File: src/hw/rtl/pds_pkg.sv
// shared types, widths and constants of the pll divider search block
`default_nettype none

package pds_pkg;

  localparam int unsigned TARGET_W   = 19;
  localparam int unsigned REF_W      = 16;
  localparam int unsigned MAXM_W     = 11;
  localparam int unsigned MAXN_W     = 8;
  localparam int unsigned P_W        = 3;
  localparam int unsigned VCO_W      = 20;
  localparam int unsigned SCALE_W    = 4;
  localparam int unsigned TS_W       = TARGET_W + SCALE_W;
  localparam int unsigned NUM_W      = 32;
  localparam int unsigned Q_W        = MAXM_W + 1;
  localparam int unsigned DN_W       = 12;
  localparam int unsigned PROD_W     = REF_W + Q_W;
  localparam int unsigned CFG_ADDR_W = 3;
  localparam int unsigned CFG_DATA_W = 20;

  localparam logic [REF_W-1:0]  RST_REF_CLOCK = 16'd14318;
  localparam logic [MAXM_W-1:0] RST_MAX_M     = 11'd2047;
  localparam logic [MAXN_W-1:0] RST_MAX_N     = 8'd255;
  localparam logic [P_W-1:0]    RST_MAX_P     = 3'd7;
  localparam logic [VCO_W-1:0]  RST_MIN_VCO   = 20'd115000;

  typedef enum logic [CFG_ADDR_W-1:0] {
    REG_REF_CLOCK = 3'd0,
    REG_MAX_M     = 3'd1,
    REG_MAX_N     = 3'd2,
    REG_MAX_P     = 3'd3,
    REG_MIN_VCO   = 3'd4
  } cfg_reg_e;

  typedef enum logic [3:0] {
    ST_IDLE,
    ST_PSEARCH,
    ST_NINIT,
    ST_DIV_Q,
    ST_WAIT_Q,
    ST_MUL,
    ST_WAIT_MUL,
    ST_DIV_F,
    ST_WAIT_F,
    ST_NEXT,
    ST_DONE
  } state_e;

  // post divider scale: 1 for code 0, twice the code otherwise
  function automatic logic [SCALE_W-1:0] scale_of(input logic [P_W-1:0] p);
    logic [SCALE_W-1:0] s;
    if (p == '0) begin
      s = SCALE_W'(1);
    end else begin
      s = {p, 1'b0};
    end
    return s;
  endfunction

endpackage

`default_nettype wire

File: src/hw/rtl/pll_divider_search_top.sv
// Finds PLL dividers M, N, P for a target output clock in kHz.
// Input stream: s_axis_tdata carries target_khz; one transaction starts one search.
// Output stream: one transaction per search with M, N, P in tdata and found and
// vco_low in tuser. The user must write registers through cfg_we_i / cfg_addr_i /
// cfg_wdata_i only while no search runs; the block does not enforce this. Writes
// to indexes above 4 are ignored. A search first steps the post divider up until
// the VCO floor or max P is reached and sets up the N loop, then for each N from 1
// to max_n runs a serial division for M or, when M is legal, that division plus a
// serial multiply and a second serial division for the output clock.
// Throughput is one search at a time: s_axis_tready is high only while idle.
// The result sits in an output register; the next target is taken while it waits,
// and a stalled receiver only holds the block before it writes the next result.
// Reset clears the control state and loads the register defaults
// (ref 14318 kHz, max M 2047, max N 255, max P 7, min VCO 115000 kHz).
`default_nettype none

module pll_divider_search_top (
  input  wire logic                             clk_i,
  input  wire logic                             rst_ni,
  input  wire logic                             s_axis_tvalid,
  output logic                                  s_axis_tready,
  input  wire logic [23:0]                      s_axis_tdata,   // target_khz
  output logic                                  m_axis_tvalid,
  input  wire logic                             m_axis_tready,
  output logic      [23:0]                      m_axis_tdata,   // m_value, n_value, p_value
  output logic      [1:0]                       m_axis_tuser,   // found, vco_low
  input  wire logic                             cfg_we_i,
  input  wire logic [pds_pkg::CFG_ADDR_W-1:0]   cfg_addr_i,
  input  wire logic [pds_pkg::CFG_DATA_W-1:0]   cfg_wdata_i
);

  localparam int unsigned TARGET_W = pds_pkg::TARGET_W;
  localparam int unsigned REF_W    = pds_pkg::REF_W;
  localparam int unsigned MAXM_W   = pds_pkg::MAXM_W;
  localparam int unsigned MAXN_W   = pds_pkg::MAXN_W;
  localparam int unsigned P_W      = pds_pkg::P_W;
  localparam int unsigned VCO_W    = pds_pkg::VCO_W;
  localparam int unsigned SCALE_W  = pds_pkg::SCALE_W;
  localparam int unsigned TS_W     = pds_pkg::TS_W;
  localparam int unsigned NUM_W    = pds_pkg::NUM_W;
  localparam int unsigned Q_W      = pds_pkg::Q_W;
  localparam int unsigned DN_W     = pds_pkg::DN_W;
  localparam int unsigned PROD_W   = pds_pkg::PROD_W;

  // configuration registers
  logic [REF_W-1:0]  ref_clock_q;
  logic [MAXM_W-1:0] max_m_q;
  logic [MAXN_W-1:0] max_n_q;
  logic [P_W-1:0]    max_p_q;
  logic [VCO_W-1:0]  min_vco_q;

  pds_pkg::state_e state_q, state_d;

  logic [TARGET_W-1:0] target_q;
  logic [P_W-1:0]      p_q;
  logic                reached_q;
  logic [TS_W-1:0]     ts_q;
  logic [NUM_W-1:0]    num_q;
  logic [DN_W-1:0]     dn_q;
  logic [MAXN_W-1:0]   n_q;
  logic [Q_W-1:0]      q_q;
  logic [TARGET_W-1:0] besterr_q;
  logic [MAXM_W-1:0]   best_m_q;
  logic [MAXN_W-1:0]   best_n_q;
  logic                found_q;

  logic                out_valid_q;
  logic [23:0]         out_data_q;
  logic [1:0]          out_user_q;

  logic [REF_W-1:0]    ref_eff;
  logic [SCALE_W-1:0]  scale;
  logic [TS_W-1:0]     tsc;
  logic                out_free;

  logic                div_start, mul_start;
  logic [NUM_W-1:0]    div_dividend;
  logic [REF_W-1:0]    div_divisor;
  logic                div_done;
  logic [NUM_W-1:0]    div_quot;
  logic                mul_done;
  logic [PROD_W-1:0]   mul_prod;

  logic                q_legal;
  logic [PROD_W-1:0]   f_out;
  logic [PROD_W-1:0]   tgt_ext;
  logic [PROD_W-1:0]   err;
  logic                better;

  assign ref_eff  = (ref_clock_q == '0) ? REF_W'(1) : ref_clock_q;
  assign scale    = pds_pkg::scale_of(p_q);
  assign tsc      = TS_W'(target_q) * TS_W'(scale);
  assign out_free = !out_valid_q || m_axis_tready;

  // rounded quotient gives M + 1; zero or too large means no legal M
  assign q_legal = (div_quot != '0) && (div_quot <= (NUM_W'(max_m_q) + NUM_W'(1)));

  assign f_out   = div_quot[PROD_W-1:0];
  assign tgt_ext = PROD_W'(target_q);
  assign err     = (tgt_ext >= f_out) ? (tgt_ext - f_out) : (f_out - tgt_ext);
  assign better  = err < PROD_W'(besterr_q);

  assign div_dividend = (state_q == pds_pkg::ST_DIV_F) ? NUM_W'(mul_prod)
                                                       : num_q + NUM_W'(ref_eff >> 1);
  assign div_divisor  = (state_q == pds_pkg::ST_DIV_F) ? REF_W'(dn_q) : ref_eff;

  pds_div_serial #(
    .DVD_W(NUM_W),
    .DVS_W(REF_W)
  ) u_div (
    .clk_i     (clk_i),
    .rst_ni    (rst_ni),
    .start_i   (div_start),
    .dividend_i(div_dividend),
    .divisor_i (div_divisor),
    .done_o    (div_done),
    .quotient_o(div_quot)
  );

  pds_mul_serial #(
    .A_W(REF_W),
    .B_W(Q_W)
  ) u_mul (
    .clk_i    (clk_i),
    .rst_ni   (rst_ni),
    .start_i  (mul_start),
    .a_i      (ref_eff),
    .b_i      (q_q),
    .done_o   (mul_done),
    .product_o(mul_prod)
  );

  // next state
  always_comb begin
    state_d = state_q;
    case (state_q)
      pds_pkg::ST_IDLE: begin
        if (s_axis_tvalid) state_d = pds_pkg::ST_PSEARCH;
      end
      pds_pkg::ST_PSEARCH: begin
        if ((VCO_W'(tsc) >= min_vco_q && TS_W <= VCO_W) ||
            (TS_W > VCO_W && tsc >= TS_W'(min_vco_q)) || p_q == max_p_q) begin
          state_d = pds_pkg::ST_NINIT;
        end
      end
      pds_pkg::ST_NINIT: begin
        state_d = (max_n_q == '0) ? pds_pkg::ST_DONE : pds_pkg::ST_DIV_Q;
      end
      pds_pkg::ST_DIV_Q:    state_d = pds_pkg::ST_WAIT_Q;
      pds_pkg::ST_WAIT_Q: begin
        if (div_done) state_d = q_legal ? pds_pkg::ST_MUL : pds_pkg::ST_NEXT;
      end
      pds_pkg::ST_MUL:      state_d = pds_pkg::ST_WAIT_MUL;
      pds_pkg::ST_WAIT_MUL: begin
        if (mul_done) state_d = pds_pkg::ST_DIV_F;
      end
      pds_pkg::ST_DIV_F:    state_d = pds_pkg::ST_WAIT_F;
      pds_pkg::ST_WAIT_F: begin
        if (div_done) state_d = pds_pkg::ST_NEXT;
      end
      pds_pkg::ST_NEXT: begin
        state_d = (n_q == max_n_q) ? pds_pkg::ST_DONE : pds_pkg::ST_DIV_Q;
      end
      pds_pkg::ST_DONE: begin
        if (out_free) state_d = pds_pkg::ST_IDLE;
      end
      default: state_d = pds_pkg::ST_IDLE;
    endcase
  end

  // state outputs
  always_comb begin
    s_axis_tready = 1'b0;
    div_start     = 1'b0;
    mul_start     = 1'b0;
    case (state_q)
      pds_pkg::ST_IDLE:  s_axis_tready = 1'b1;
      pds_pkg::ST_DIV_Q: div_start     = 1'b1;
      pds_pkg::ST_DIV_F: div_start     = 1'b1;
      pds_pkg::ST_MUL:   mul_start     = 1'b1;
      default: begin
        s_axis_tready = 1'b0;
      end
    endcase
  end

  always_ff @(posedge clk_i or negedge rst_ni) begin
    if (!rst_ni) begin
      state_q     <= pds_pkg::ST_IDLE;
      out_valid_q <= 1'b0;
      ref_clock_q <= pds_pkg::RST_REF_CLOCK;
      max_m_q     <= pds_pkg::RST_MAX_M;
      max_n_q     <= pds_pkg::RST_MAX_N;
      max_p_q     <= pds_pkg::RST_MAX_P;
      min_vco_q   <= pds_pkg::RST_MIN_VCO;
    end else begin
      state_q <= state_d;
      if (state_q == pds_pkg::ST_DONE && out_free) begin
        out_valid_q <= 1'b1;
      end else if (m_axis_tready) begin
        out_valid_q <= 1'b0;
      end
      if (cfg_we_i) begin
        case (cfg_addr_i)
          pds_pkg::REG_REF_CLOCK: ref_clock_q <= cfg_wdata_i[REF_W-1:0];
          pds_pkg::REG_MAX_M:     max_m_q     <= cfg_wdata_i[MAXM_W-1:0];
          pds_pkg::REG_MAX_N:     max_n_q     <= cfg_wdata_i[MAXN_W-1:0];
          pds_pkg::REG_MAX_P:     max_p_q     <= cfg_wdata_i[P_W-1:0];
          pds_pkg::REG_MIN_VCO:   min_vco_q   <= cfg_wdata_i[VCO_W-1:0];
          default: begin
          end
        endcase
      end
    end
  end

  // search datapath
  always_ff @(posedge clk_i) begin
    case (state_q)
      pds_pkg::ST_IDLE: begin
        if (s_axis_tvalid) begin
          target_q <= s_axis_tdata[TARGET_W-1:0];
          p_q      <= '0;
        end
      end
      pds_pkg::ST_PSEARCH: begin
        if (TS_W'(min_vco_q) <= tsc) begin
          reached_q <= 1'b1;
        end else if (p_q == max_p_q) begin
          reached_q <= 1'b0;
        end else begin
          p_q <= p_q + P_W'(1);
        end
      end
      pds_pkg::ST_NINIT: begin
        ts_q      <= tsc;
        num_q     <= NUM_W'(tsc) << 1;
        dn_q      <= DN_W'(scale) << 1;
        n_q       <= MAXN_W'(1);
        besterr_q <= target_q;
        best_m_q  <= '0;
        best_n_q  <= '0;
        found_q   <= 1'b0;
      end
      pds_pkg::ST_WAIT_Q: begin
        if (div_done) q_q <= div_quot[Q_W-1:0];
      end
      pds_pkg::ST_WAIT_F: begin
        if (div_done && better) begin
          besterr_q <= err[TARGET_W-1:0];
          best_m_q  <= MAXM_W'(q_q - Q_W'(1));
          best_n_q  <= n_q;
          found_q   <= 1'b1;
        end
      end
      pds_pkg::ST_NEXT: begin
        n_q   <= n_q + MAXN_W'(1);
        num_q <= num_q + NUM_W'(ts_q);
        dn_q  <= dn_q + DN_W'(scale);
      end
      pds_pkg::ST_DONE: begin
        if (out_free) begin
          out_data_q <= {2'b00, p_q, best_n_q, best_m_q};
          out_user_q <= {!reached_q, found_q};
        end
      end
      default: begin
      end
    endcase
  end

  assign m_axis_tvalid = out_valid_q;
  assign m_axis_tdata  = out_data_q;
  assign m_axis_tuser  = out_user_q;

endmodule

`default_nettype wire

File: src/hw/rtl/pds_div_serial.sv
// restoring divider, one quotient bit per cycle
`default_nettype none

module pds_div_serial #(
  parameter int unsigned DVD_W = 32,
  parameter int unsigned DVS_W = 16
) (
  input  wire logic             clk_i,
  input  wire logic             rst_ni,
  input  wire logic             start_i,
  input  wire logic [DVD_W-1:0] dividend_i,
  input  wire logic [DVS_W-1:0] divisor_i,
  output logic                  done_o,
  output logic      [DVD_W-1:0] quotient_o
);

  localparam int unsigned CNT_W = $clog2(DVD_W + 1);

  logic             busy_q, busy_d;
  logic             done_q, done_d;
  logic [CNT_W-1:0] cnt_q, cnt_d;
  logic [DVD_W-1:0] dvd_q, dvd_d;
  logic [DVS_W-1:0] rem_q, rem_d;
  logic [DVS_W-1:0] dvs_q, dvs_d;
  logic [DVS_W:0]   rem_sh;
  logic [DVS_W:0]   rem_sub;
  logic             q_bit;

  assign rem_sh  = {rem_q, dvd_q[DVD_W-1]};
  assign rem_sub = rem_sh - {1'b0, dvs_q};
  assign q_bit   = (rem_sh >= {1'b0, dvs_q});

  always_comb begin
    busy_d = busy_q;
    done_d = 1'b0;
    cnt_d  = cnt_q;
    dvd_d  = dvd_q;
    rem_d  = rem_q;
    dvs_d  = dvs_q;
    if (start_i) begin
      busy_d = 1'b1;
      cnt_d  = CNT_W'(DVD_W);
      dvd_d  = dividend_i;
      rem_d  = '0;
      dvs_d  = divisor_i;
    end else if (busy_q) begin
      // quotient bits shift in behind the dividend bits
      dvd_d = {dvd_q[DVD_W-2:0], q_bit};
      rem_d = q_bit ? rem_sub[DVS_W-1:0] : rem_sh[DVS_W-1:0];
      cnt_d = cnt_q - CNT_W'(1);
      if (cnt_q == CNT_W'(1)) begin
        busy_d = 1'b0;
        done_d = 1'b1;
      end
    end
  end

  always_ff @(posedge clk_i or negedge rst_ni) begin
    if (!rst_ni) begin
      busy_q <= 1'b0;
      done_q <= 1'b0;
      cnt_q  <= '0;
    end else begin
      busy_q <= busy_d;
      done_q <= done_d;
      cnt_q  <= cnt_d;
    end
  end

  always_ff @(posedge clk_i) begin
    dvd_q <= dvd_d;
    rem_q <= rem_d;
    dvs_q <= dvs_d;
  end

  assign done_o     = done_q;
  assign quotient_o = dvd_q;

endmodule

`default_nettype wire

File: src/hw/rtl/pds_mul_serial.sv
// shift-add multiplier, one multiplier bit per cycle
`default_nettype none

module pds_mul_serial #(
  parameter int unsigned A_W = 16,
  parameter int unsigned B_W = 12
) (
  input  wire logic               clk_i,
  input  wire logic               rst_ni,
  input  wire logic               start_i,
  input  wire logic [A_W-1:0]     a_i,
  input  wire logic [B_W-1:0]     b_i,
  output logic                    done_o,
  output logic      [A_W+B_W-1:0] product_o
);

  localparam int unsigned CNT_W = $clog2(B_W + 1);
  localparam int unsigned P_W   = A_W + B_W;

  logic             busy_q, busy_d;
  logic             done_q, done_d;
  logic [CNT_W-1:0] cnt_q, cnt_d;
  logic [A_W-1:0]   a_q, a_d;
  logic [B_W-1:0]   b_q, b_d;
  logic [P_W-1:0]   acc_q, acc_d;

  always_comb begin
    busy_d = busy_q;
    done_d = 1'b0;
    cnt_d  = cnt_q;
    a_d    = a_q;
    b_d    = b_q;
    acc_d  = acc_q;
    if (start_i) begin
      busy_d = 1'b1;
      cnt_d  = CNT_W'(B_W);
      a_d    = a_i;
      b_d    = b_i;
      acc_d  = '0;
    end else if (busy_q) begin
      // msb first: double the partial sum, then add the multiplicand
      acc_d = {acc_q[P_W-2:0], 1'b0} + (b_q[B_W-1] ? P_W'(a_q) : '0);
      b_d   = {b_q[B_W-2:0], 1'b0};
      cnt_d = cnt_q - CNT_W'(1);
      if (cnt_q == CNT_W'(1)) begin
        busy_d = 1'b0;
        done_d = 1'b1;
      end
    end
  end

  always_ff @(posedge clk_i or negedge rst_ni) begin
    if (!rst_ni) begin
      busy_q <= 1'b0;
      done_q <= 1'b0;
      cnt_q  <= '0;
    end else begin
      busy_q <= busy_d;
      done_q <= done_d;
      cnt_q  <= cnt_d;
    end
  end

  always_ff @(posedge clk_i) begin
    a_q   <= a_d;
    b_q   <= b_d;
    acc_q <= acc_d;
  end

  assign done_o    = done_q;
  assign product_o = acc_q;

endmodule

`default_nettype wire

File: config.mk
export PLATFORM = sky130hd
export DESIGN_NAME = pll_divider_search_top
export DESIGN_NICKNAME = d
export VERILOG_FILES = /design/src/hw/rtl/pds_pkg.sv /design/src/hw/rtl/pll_divider_search_top.sv /design/src/hw/rtl/pds_div_serial.sv /design/src/hw/rtl/pds_mul_serial.sv
export SDC_FILE = /design/constraint.sdc
export NUM_CORES = 1
export LEC_CHECK = 0
export BUFFER_PORTS_ARGS = -buffer_cell sky130_fd_sc_hd__buf_2
export CAP_MARGIN = 20
export CELL_PAD_IN_SITES_DETAIL_PLACEMENT = 1
export CELL_PAD_IN_SITES_GLOBAL_PLACEMENT = 1
export CORE_MARGIN = 2
export CORE_UTILIZATION = 30
export DETAILED_ROUTE_END_ITERATION = 7
export GPL_TIMING_DRIVEN = 0
export PLACE_DENSITY_LB_ADDON = 0.1
export SLEW_MARGIN = 0
export SYNTH_ARGS = -nofsm -noshare
export SYNTH_HDL_FRONTEND = slang
export SYNTH_SLANG_ARGS = --single-unit
File: constraint.sdc
create_clock -name clk_i -period 16.81 [get_ports clk_i]
set_input_delay 2.5215 -clock clk_i [delete_from_list [all_inputs] [get_ports clk_i]]
set_output_delay 2.5215 -clock clk_i [all_outputs]
set_load 0.02 [all_outputs]
==> results of run 1 <==
## worst register-to-register path: cells and delay by family (launching register included)
family / cells / cell delay, ns
AOI/OAI and AO/OA: 11 / 2.17
xor gates and xnor gates: 1 / 0.54
adders and majority gates: 5 / 2.11
buffers and inverters: 6 / 1.48
DFF: 1 / 0.50
and+or+nand+nor: 7 / 1.68
## worst max path at each step
stage / from / endpoint / slack [ns] / cells past startpoint
3_5_place_dp: p_q[0]$_SDFFCE_PN0P_ / p_q[2]$_SDFFCE_PN0P_ / 7.96 / 29
5_1_grt: p_q[0]$_SDFFCE_PN0P_ / p_q[2]$_SDFFCE_PN0P_ / 7.55 / 29
4_1_cts: p_q[0]$_SDFFCE_PN0P_ / p_q[1]$_SDFFCE_PN0P_ / 7.93 / 29
6_report: p_q[0]$_SDFFCE_PN0P_ / p_q[1]$_SDFFCE_PN0P_ / 8.00 / 30
3_3_place_gp: target_q[0]$_DFFE_PP_ / best_m_q[3]$_SDFFCE_PN0P_ / 6.93 / 22
2_1_floorplan: p_q[0]$_SDFFCE_PN0P_ / p_q[0]$_SDFFCE_PN0P_ / 10.32 / 29
## layout by cell type (no fill, tap or decap), types with 48 or more instances in the layout
master	instances
o21ai_0	184
xnor2_1	97
inv_1	208
nor2_1	186
xor2_1	77
edfxtp_1	249
ha_1	197
a21oi_1	153
clkbuf_16	48
clkbuf_1	83
mux2_2	59
nand2_1	257
nor3_1	62
buf_2	82
## metal layers
layer	share of wire, %	vias up
met3	3.2	86
li1	-	9207
met2	46	282
met5	0	-
met4	2.4	0
met1	48	9607
## state kept, by name, indices dropped and copies added (netlist names), 19 cells and up
register / count
num_q: 32
u_div.quotient_o: 32
u_mul.product_o: 28
besterr_q: 19
min_vco_q: 20
target_q: 19
m_axis_tdata: 22
ts_q: 23
## area by class of cell
class                      count  area share, %
antenna                        2        0.01790
clock buffer                  60          4.600
multi-input combinational   1846          46.53
clock inverter                28         0.9709
timing repair buffer          80          1.794
inverter                     212          2.846
tap                         1060          4.743
sequential                   370          36.96
buffer                       101          1.544
## metrics by stage
stage / hold WS (ns) / std cells / setup WS [ns]
final: 0.4147 / 3759 / 8.001
after global routing: 0.4250 / 3757 / 7.554
after floorplan: 0.4003 / 2529 / 10.32
after detailed placement: 0.4062 / 3669 / 7.965
after CTS: 0.4156 / 3757 / 7.929
after global placement: 0.4032 / 3661 / 6.932
## power by group through the flow
stage / Sequential, W / Clock, W / Combinational [W]
floorplan: 0.00105 / 0 / 0.000132
global placement: 0.00107 / 0 / 0.000186
detailed placement: 0.00107 / 0 / 0.000194
CTS: 0.00105 / 0.00106 / 0.000196
global route: 0.00106 / 0.00109 / 0.000216
finish: 0.00105 / 0.00103 / 0.000195
## cell families after synthesis
family | after synthesis | share of synthesized area [%]
AOI/OAI and AO/OA | 567 | 14.19
xor gates and xnor gates | 174 | 6.210
adders and majority gates | 238 | 13.39
buffers and inverters | 313 | 4.997
DFF | 370 | 42.12
muxes | 86 | 3.845
other | 1 | 0.01528
and+or+nand+nor | 779 | 15.24
==> summary by stage, run 1 <==
Global routing
The global-route wire length before repair is 130300 µm. The initial antenna violation count is 1. The met3 track demand over resource is 2.191%.

The number of global-route vias before repair is 20310. met2 is the most crowded layer. The met1 usage in global routing is 28.59%. The residual overflow from global routing is 0. Global routing used 20.41% of the available tracks across all layers.

The pin count of the biggest net entering global routing is 65. The fraction of met2 tracks used by global routing is 33.53%.

Detailed routing
The DRC marker count from the first detailed-route iteration is 1082. After detailed routing, the average wire length per cell comes to 22.96 µm. The detail-routed via count per cell is 5.103. The residual antenna-violating net count after detailed routing is 0. The final wirelength is 86300 µm. The first TritonRoute pass finished after 5 iterations. The total number of vias is 19180. The remaining design rule violation count is 0.

Clocking
The cell at the root of the clock tree is clkbuf_16. The maximum number of buffers from clock root to sink is 3. The hold buffer count at CTS is 0.

For the worst-skew pair, the clock arrives at the later sink with an insertion delay of 0.62 ns. The clock transition time at the flip-flop clock pins of the worst setup and hold paths is 0.06 ns. The clock tree synthesis step divided the H-tree into 2 levels. The number of clock sinks is 370.

In this run, CTS created clock tree buffers numbering 47. The post-CTS resize count is 0. The clock tree from TritonCTS is built. The number of buffers added for setup after CTS is 0.

Timing
The achievable frequency is 0.1135 GHz. Setup repair after global routing left no endpoint under its margin. The slew of the pin with the lowest slew margin is 1.023 ns. The clock arrives with 0.04337 ns of skew. The final number of hold-violating endpoints is 0. The routed design could run at a clock period as short as 8.809 ns.

Of the available clock period, the critical path in the final layout requires 52.41%. The count of final max-slew check failures is 0. The number of failing setup endpoints in the final timing report is 0. The headroom to the max-slew limit is 31.53%. The setup TNS after final layout is 0 ns.

Floorplan
The floorplan has 104 rows. The total area inside the core boundary comes to 80810 µm². The number of top-level pins is 80. Measured along the y axis, the die boundary spans 290 µm. The die covers 84100 µm². The width of the die is 290 µm.

The starting density of the core is 30.37%.

Place
The final HPWL from detailed placement is 68820 µm. The number of port buffers is 72. Summing all placed instances gives a cell area of 26400 µm². The routability congestion estimate from global placement is 0.8578.

Worst setup path
The number of buffers and inverters on the critical path is 6. The cell class contributing the biggest share of worst-path delay is compound AO/OA/AOI/OAI gates. The type of element capturing the critical path is a register. The number of cells on the worst reg-to-reg path is 30. The critical path's largest stage delay is 0.80 ns.

Of all nets on the critical path, the largest fanout is 10. Data on the critical path is required at its endpoint by 17.07 ns. The worst endpoint data arrival time is 9.07 ns.

The start of the worst register-to-register path is p_q[0]$_SDFFCE_PN0P_. STA classifies the critical path startpoint as a register. The library cell contributing the largest single delay on the critical path is nor2_1. The slack of the worst reg-to-reg path is 8.00 ns. The class of the most critical setup path is register to register. The endpoint of the lowest-slack register-to-register path is p_q[1]$_SDFFCE_PN0P_. The most repeated library cell on the critical path is a21oi_1.

Worst hold path
The hold path startpoint is best_m_q[4]$_SDFFCE_PN0P_. The worst hold path terminates at m_axis_tdata[4]$_DFFE_PP_. The tightest min-delay check is of the register to register type. The number of cells traversed by the worst hold path is 0.

Logic synthesis
After synthesis the netlist holds a flip-flop and latch count of 370. The post-synth design cell area is 24540 µm². Sorting the synthesized cells by area gives the leading types as edfxtp_1 30%, ha_1 10%, dfstp_2 4.3%. Among all flip-flop cells after synthesis, the most frequent one is edfxtp_1. For this run, the number of Yosys warnings is 0.

Counting flops with an async set or reset pin after synthesis yields a share of 20.81%. The leading area contributor after synthesis is edfxtp_1. The synthesized design contains 249 enable-type register cells. The count of different cell masters after synthesis is 89. The cell count after synthesis is 2528. The share of the Yosys chip area taken by registers is 42.12%.

Averaged over all synthesized cells, the footprint is 9.707 µm². The fraction of synthesized cell area taken by the top area cell type is 30.47%. The most used standard cell by instance count after synthesis is nand2_1. In the synthesized netlist, the cells that appear most often are 258 x nand2_1, 249 x edfxtp_1, 208 x inv_1.

Power and ir drop
The share of power burned in combinational logic is 8.6%. The maximum vdd drop is 79.20 µV. The switching fraction of total power is 25.86%.

The net switching component of the power is 0.0005874 W. In this run the power density over the cells is 81.23 nW/µm². Internal power comes to 0.001684 W. The completed layout was analyzed and its total power is 0.002272 W.

Summed over all cells, the static leakage comes to 11.01 nW. The sequential power share is 46.3%. The share of total power dissipated in the clock network is 45.2%.

Final layout
Compared with the post-synthesis result, the final layout area differs by 13.96%. The final core utilization is 34.61%. After the last flow step, the layout net total stands at 2948. The share of layout cells above drive strength 1 is 11.57%.

The final instance area is 27960 µm². The filler cell count is 9131. The sequential cells in the finished layout cover a total of 10330 µm². The area used by multi-input combinational logic is 13010 µm².

Run status
The run finished with clean final reports.

Flow run
The count of max-cap constraint violations is 0.
Note: power is estimated with default switching activity, not from simulation.
==> run 2: changes to the inputs <==
Clock period 16.81 ns to 8.95 ns, I/O delays scaled along.
==> run 2 against run 1 <==
- critical path type unchanged
- clock skew is 0.0031 ns higher
- worst setup slack got worse by 7.5 ns
- die area stayed put
- largest power group unchanged
- worst hold slack hardly changed
- final area hardly changed
- global-route usage did not move
==> summary by stage, run 2 (synthesis gave the netlist of run 1 again) <==
Clocking
The number of H-tree branching levels is 2 (unchanged). The clock tree from TritonCTS is built. The insertion delay of the later-clocked pin in the worst-skew pair is 0.62 ns (about the same). The number of buffers added for setup after CTS is 0 (unchanged).

The clock transition time at the flip-flop clock pins of the worst setup and hold paths was 0.06 ns (about the same). The CTS buffer count is 47 (unchanged). The maximum number of buffers from clock root to sink came to 3 (unchanged). The hold buffer count at CTS is 0 (unchanged). The number of clock sinks is 370 (unchanged). The root buffer cell chosen for the clock tree is clkbuf_16.

Global routing
The pin count of the biggest net entering global routing was 65 (unchanged). The residual overflow from global routing is 0 (unchanged). The initial antenna violation count is 1 (unchanged). The number of global-route vias before repair is 20310 (unchanged). The total global-route track usage is 20.41% (unchanged). The global-route wire length before repair was 130300 µm (unchanged).

Floorplan
The starting density of the core was 30.37% (unchanged). The number of placement rows is 104 (unchanged). The die boundary height is 290 µm (unchanged).

The die area is 84100 µm² (unchanged). The standard cell core area was 80810 µm² (unchanged). The number of top-level pins is 80 (unchanged).

The width of the die is 290 µm (unchanged).

Final layout
The area used by multi-input combinational logic was 13040 µm² (+0.21%). The filler cell count was 9133 (+0.022%). The non-filler instance count after layout is 3759 (unchanged).

The most frequent standard cell in the layout excluding fill and tap cells is nand2_1. Leaving out fill and tap cells, the most frequent cells in the layout are 257 x nand2_1, 249 x edfxtp_1, 208 x inv_1. The area occupied by registers is 10330 µm² (unchanged).

The number of nets in the layout came to 2948 (unchanged). The share of layout cells above drive strength 1 is 11.75% (+0.19 points). The synthesis-to-finish area growth is 14.07% (about the same).

Flow run
The count of max-cap constraint violations is 0 (unchanged).

Worst setup path
The maximum fanout along the worst path is 10 (unchanged). The type of element capturing the critical path is a register. The worst setup path is launched from a register. The slowest stage of the critical path is the fa_1 cell. The slack of the worst reg-to-reg path is 0.47 ns (-7.53 ns). The critical path's largest stage delay is 0.54 ns (-0.26 ns). The required time reported for the critical path endpoint is 9.21 ns (-7.86 ns). The class of the most critical setup path is register to register. The most repeated library cell on the critical path is a21oi_1. The start of the worst register-to-register path is p_q[0]$_SDFFCE_PN0P_. The worst endpoint data arrival time was 8.74 ns (-0.33 ns).

The endpoint identified for the worst register-to-register timing path is p_q[1]$_SDFFCE_PN0P_. The number of cells on the worst reg-to-reg path is 31 (+3.3%).

Detailed routing
The total number of vias is 19180 (unchanged). The wire length on met2 is 39720 µm (about the same). The detail-routed net length per standard cell is 22.95 µm (about the same). The detail-routed via count per cell is 5.103 (unchanged). The DRC marker count from the first detailed-route iteration came to 1094 (+1.1%). The highest metal layer with signal wires is met4.

The final wirelength is 86280 µm (about the same). The total routed wire length on the met1 layer is 41470 µm (-0.67%). The met3 wirelength from detailed routing is 2925 µm (+5.7%). The iteration count of the initial detailed-routing pass is 5 (unchanged). The residual antenna-violating net count after detailed routing was 0 (unchanged). The remaining design rule violation count is 0 (unchanged).

Power and ir drop
The total design power was 0.004265 W (+88%). The leakage power came to 11.02 nW (about the same). The maximum vdd drop was 148.7 µV (+88%). The total power divided by cell area is 152.4 nW/µm² (+88%).

Worst hold path
The path class of the lowest-slack min-delay path is register to register. The hold path startpoint is best_m_q[4]$_SDFFCE_PN0P_. The number of cells traversed by the worst hold path is 0 (unchanged).

For hold timing, the worst endpoint is m_axis_tdata[4]$_DFFE_PP_.

Timing
The minimum hold slack is 0.4147 ns (-0.00002000 ns). The final worst clock skew is 0.04647 ns (+0.003105 ns). The number of failing setup endpoints in the final timing report was 0 (unchanged). The achievable frequency is 0.1179 GHz (+3.9%). The post-route clock period utilization was 94.73% (+42 points).

The final critical path time including I/O delays and setup is 8.478 ns (-0.3311 ns). The headroom to the max-slew limit is 32.65% (+1.1 points). The count of final max-slew check failures is 0 (unchanged).

The slew of the pin with the lowest slew margin was 1.010 ns (-0.01306 ns). The final number of hold-violating endpoints is 0 (unchanged).

Run status
The flow ran to the end, and the final reports show no timing, DRC or antenna violations.

Place
The number of cells after detailed placement is 3669 (unchanged). The final HPWL from detailed placement is 68820 µm (unchanged). The routability congestion estimate from global placement is 0.8578 (unchanged). The number of port buffers is 72 (unchanged).
run 2: cell types whose count changed in the layout (fill, tap and decap cells not counted), sizes merged:
cell    change
buf         +1
clkbuf      -1
run 2: power by group:
group	switching, W	internal, W	total, W
logic	0.000203	0.000163	0.000366
registers	0.0000650	0.00191	0.00197
clock network	0.000833	0.00109	0.00192
run 2: how the worst max path moves through the flow:
stage | slack [ns] | from | cells past startpoint | endpoint
floorplan | 2.46 | p_q[0]$_SDFFCE_PN0P_ | 29 | p_q[0]$_SDFFCE_PN0P_
global route | -0.003 | p_q[0]$_SDFFCE_PN0P_ | 30 | p_q[2]$_SDFFCE_PN0P_
CTS | 0.07 | p_q[0]$_SDFFCE_PN0P_ | 29 | p_q[1]$_SDFFCE_PN0P_
detailed placement | 0.10 | p_q[0]$_SDFFCE_PN0P_ | 29 | p_q[2]$_SDFFCE_PN0P_
global placement | -0.93 | target_q[0]$_DFFE_PP_ | 22 | best_m_q[5]$_SDFFCE_PN0P_
finish | 0.47 | p_q[0]$_SDFFCE_PN0P_ | 31 | p_q[1]$_SDFFCE_PN0P_
run 2: metal layers:
layer	GRT usage [%]	up-vias
met1	28.59	9593
met5	0	-
met2	33.53	296
met3	2.191	89
li1	-	9204
met4	5.246	0
run 2: area by class of cell:
class                      count  share of cell area [%]
sequential                   370                   36.92
multi-input combinational   1846                   46.58
clock inverter                28                  0.9700
antenna                        2                 0.01788
inverter                     212                   2.843
tap                         1060                   4.738
timing repair buffer          80                   1.792
buffer                       101                   1.542
clock buffer                  60                   4.595
run 2: worst max-delay path: cells and delay by family, from the launching register on:
kind | cells | cell delay (ns)
fa+ha+maj | 5 | 1.87
simple gates | 6 | 0.78
flops | 1 | 0.52
compound gates | 11 | 2.56
buf+inv | 8 | 2.04
xor+xnor | 1 | 0.37
run 2: metrics by stage:
step                cell area (µm²)  setup TNS (ns)  util, %  setup WS, ns
floorplan                     24540               0        -         2.456
global placement              26230          -36.07    32.46       -0.9276
detailed placement            26400               0    32.67        0.1048
CTS                           27960               0    34.60       0.06856
global route                  27990       -0.007912    34.63     -0.002710
finish                        27990               0    34.64        0.4716
run 2: repair_timing:
| action | 4_1_cts | 5_1_grt |
|---|---|---|
| setup endpoints to repair | 0 | 6 |
| gates resized for setup | 0 | 6 |
| endpoints found under the hold margin | 0 | 0 |
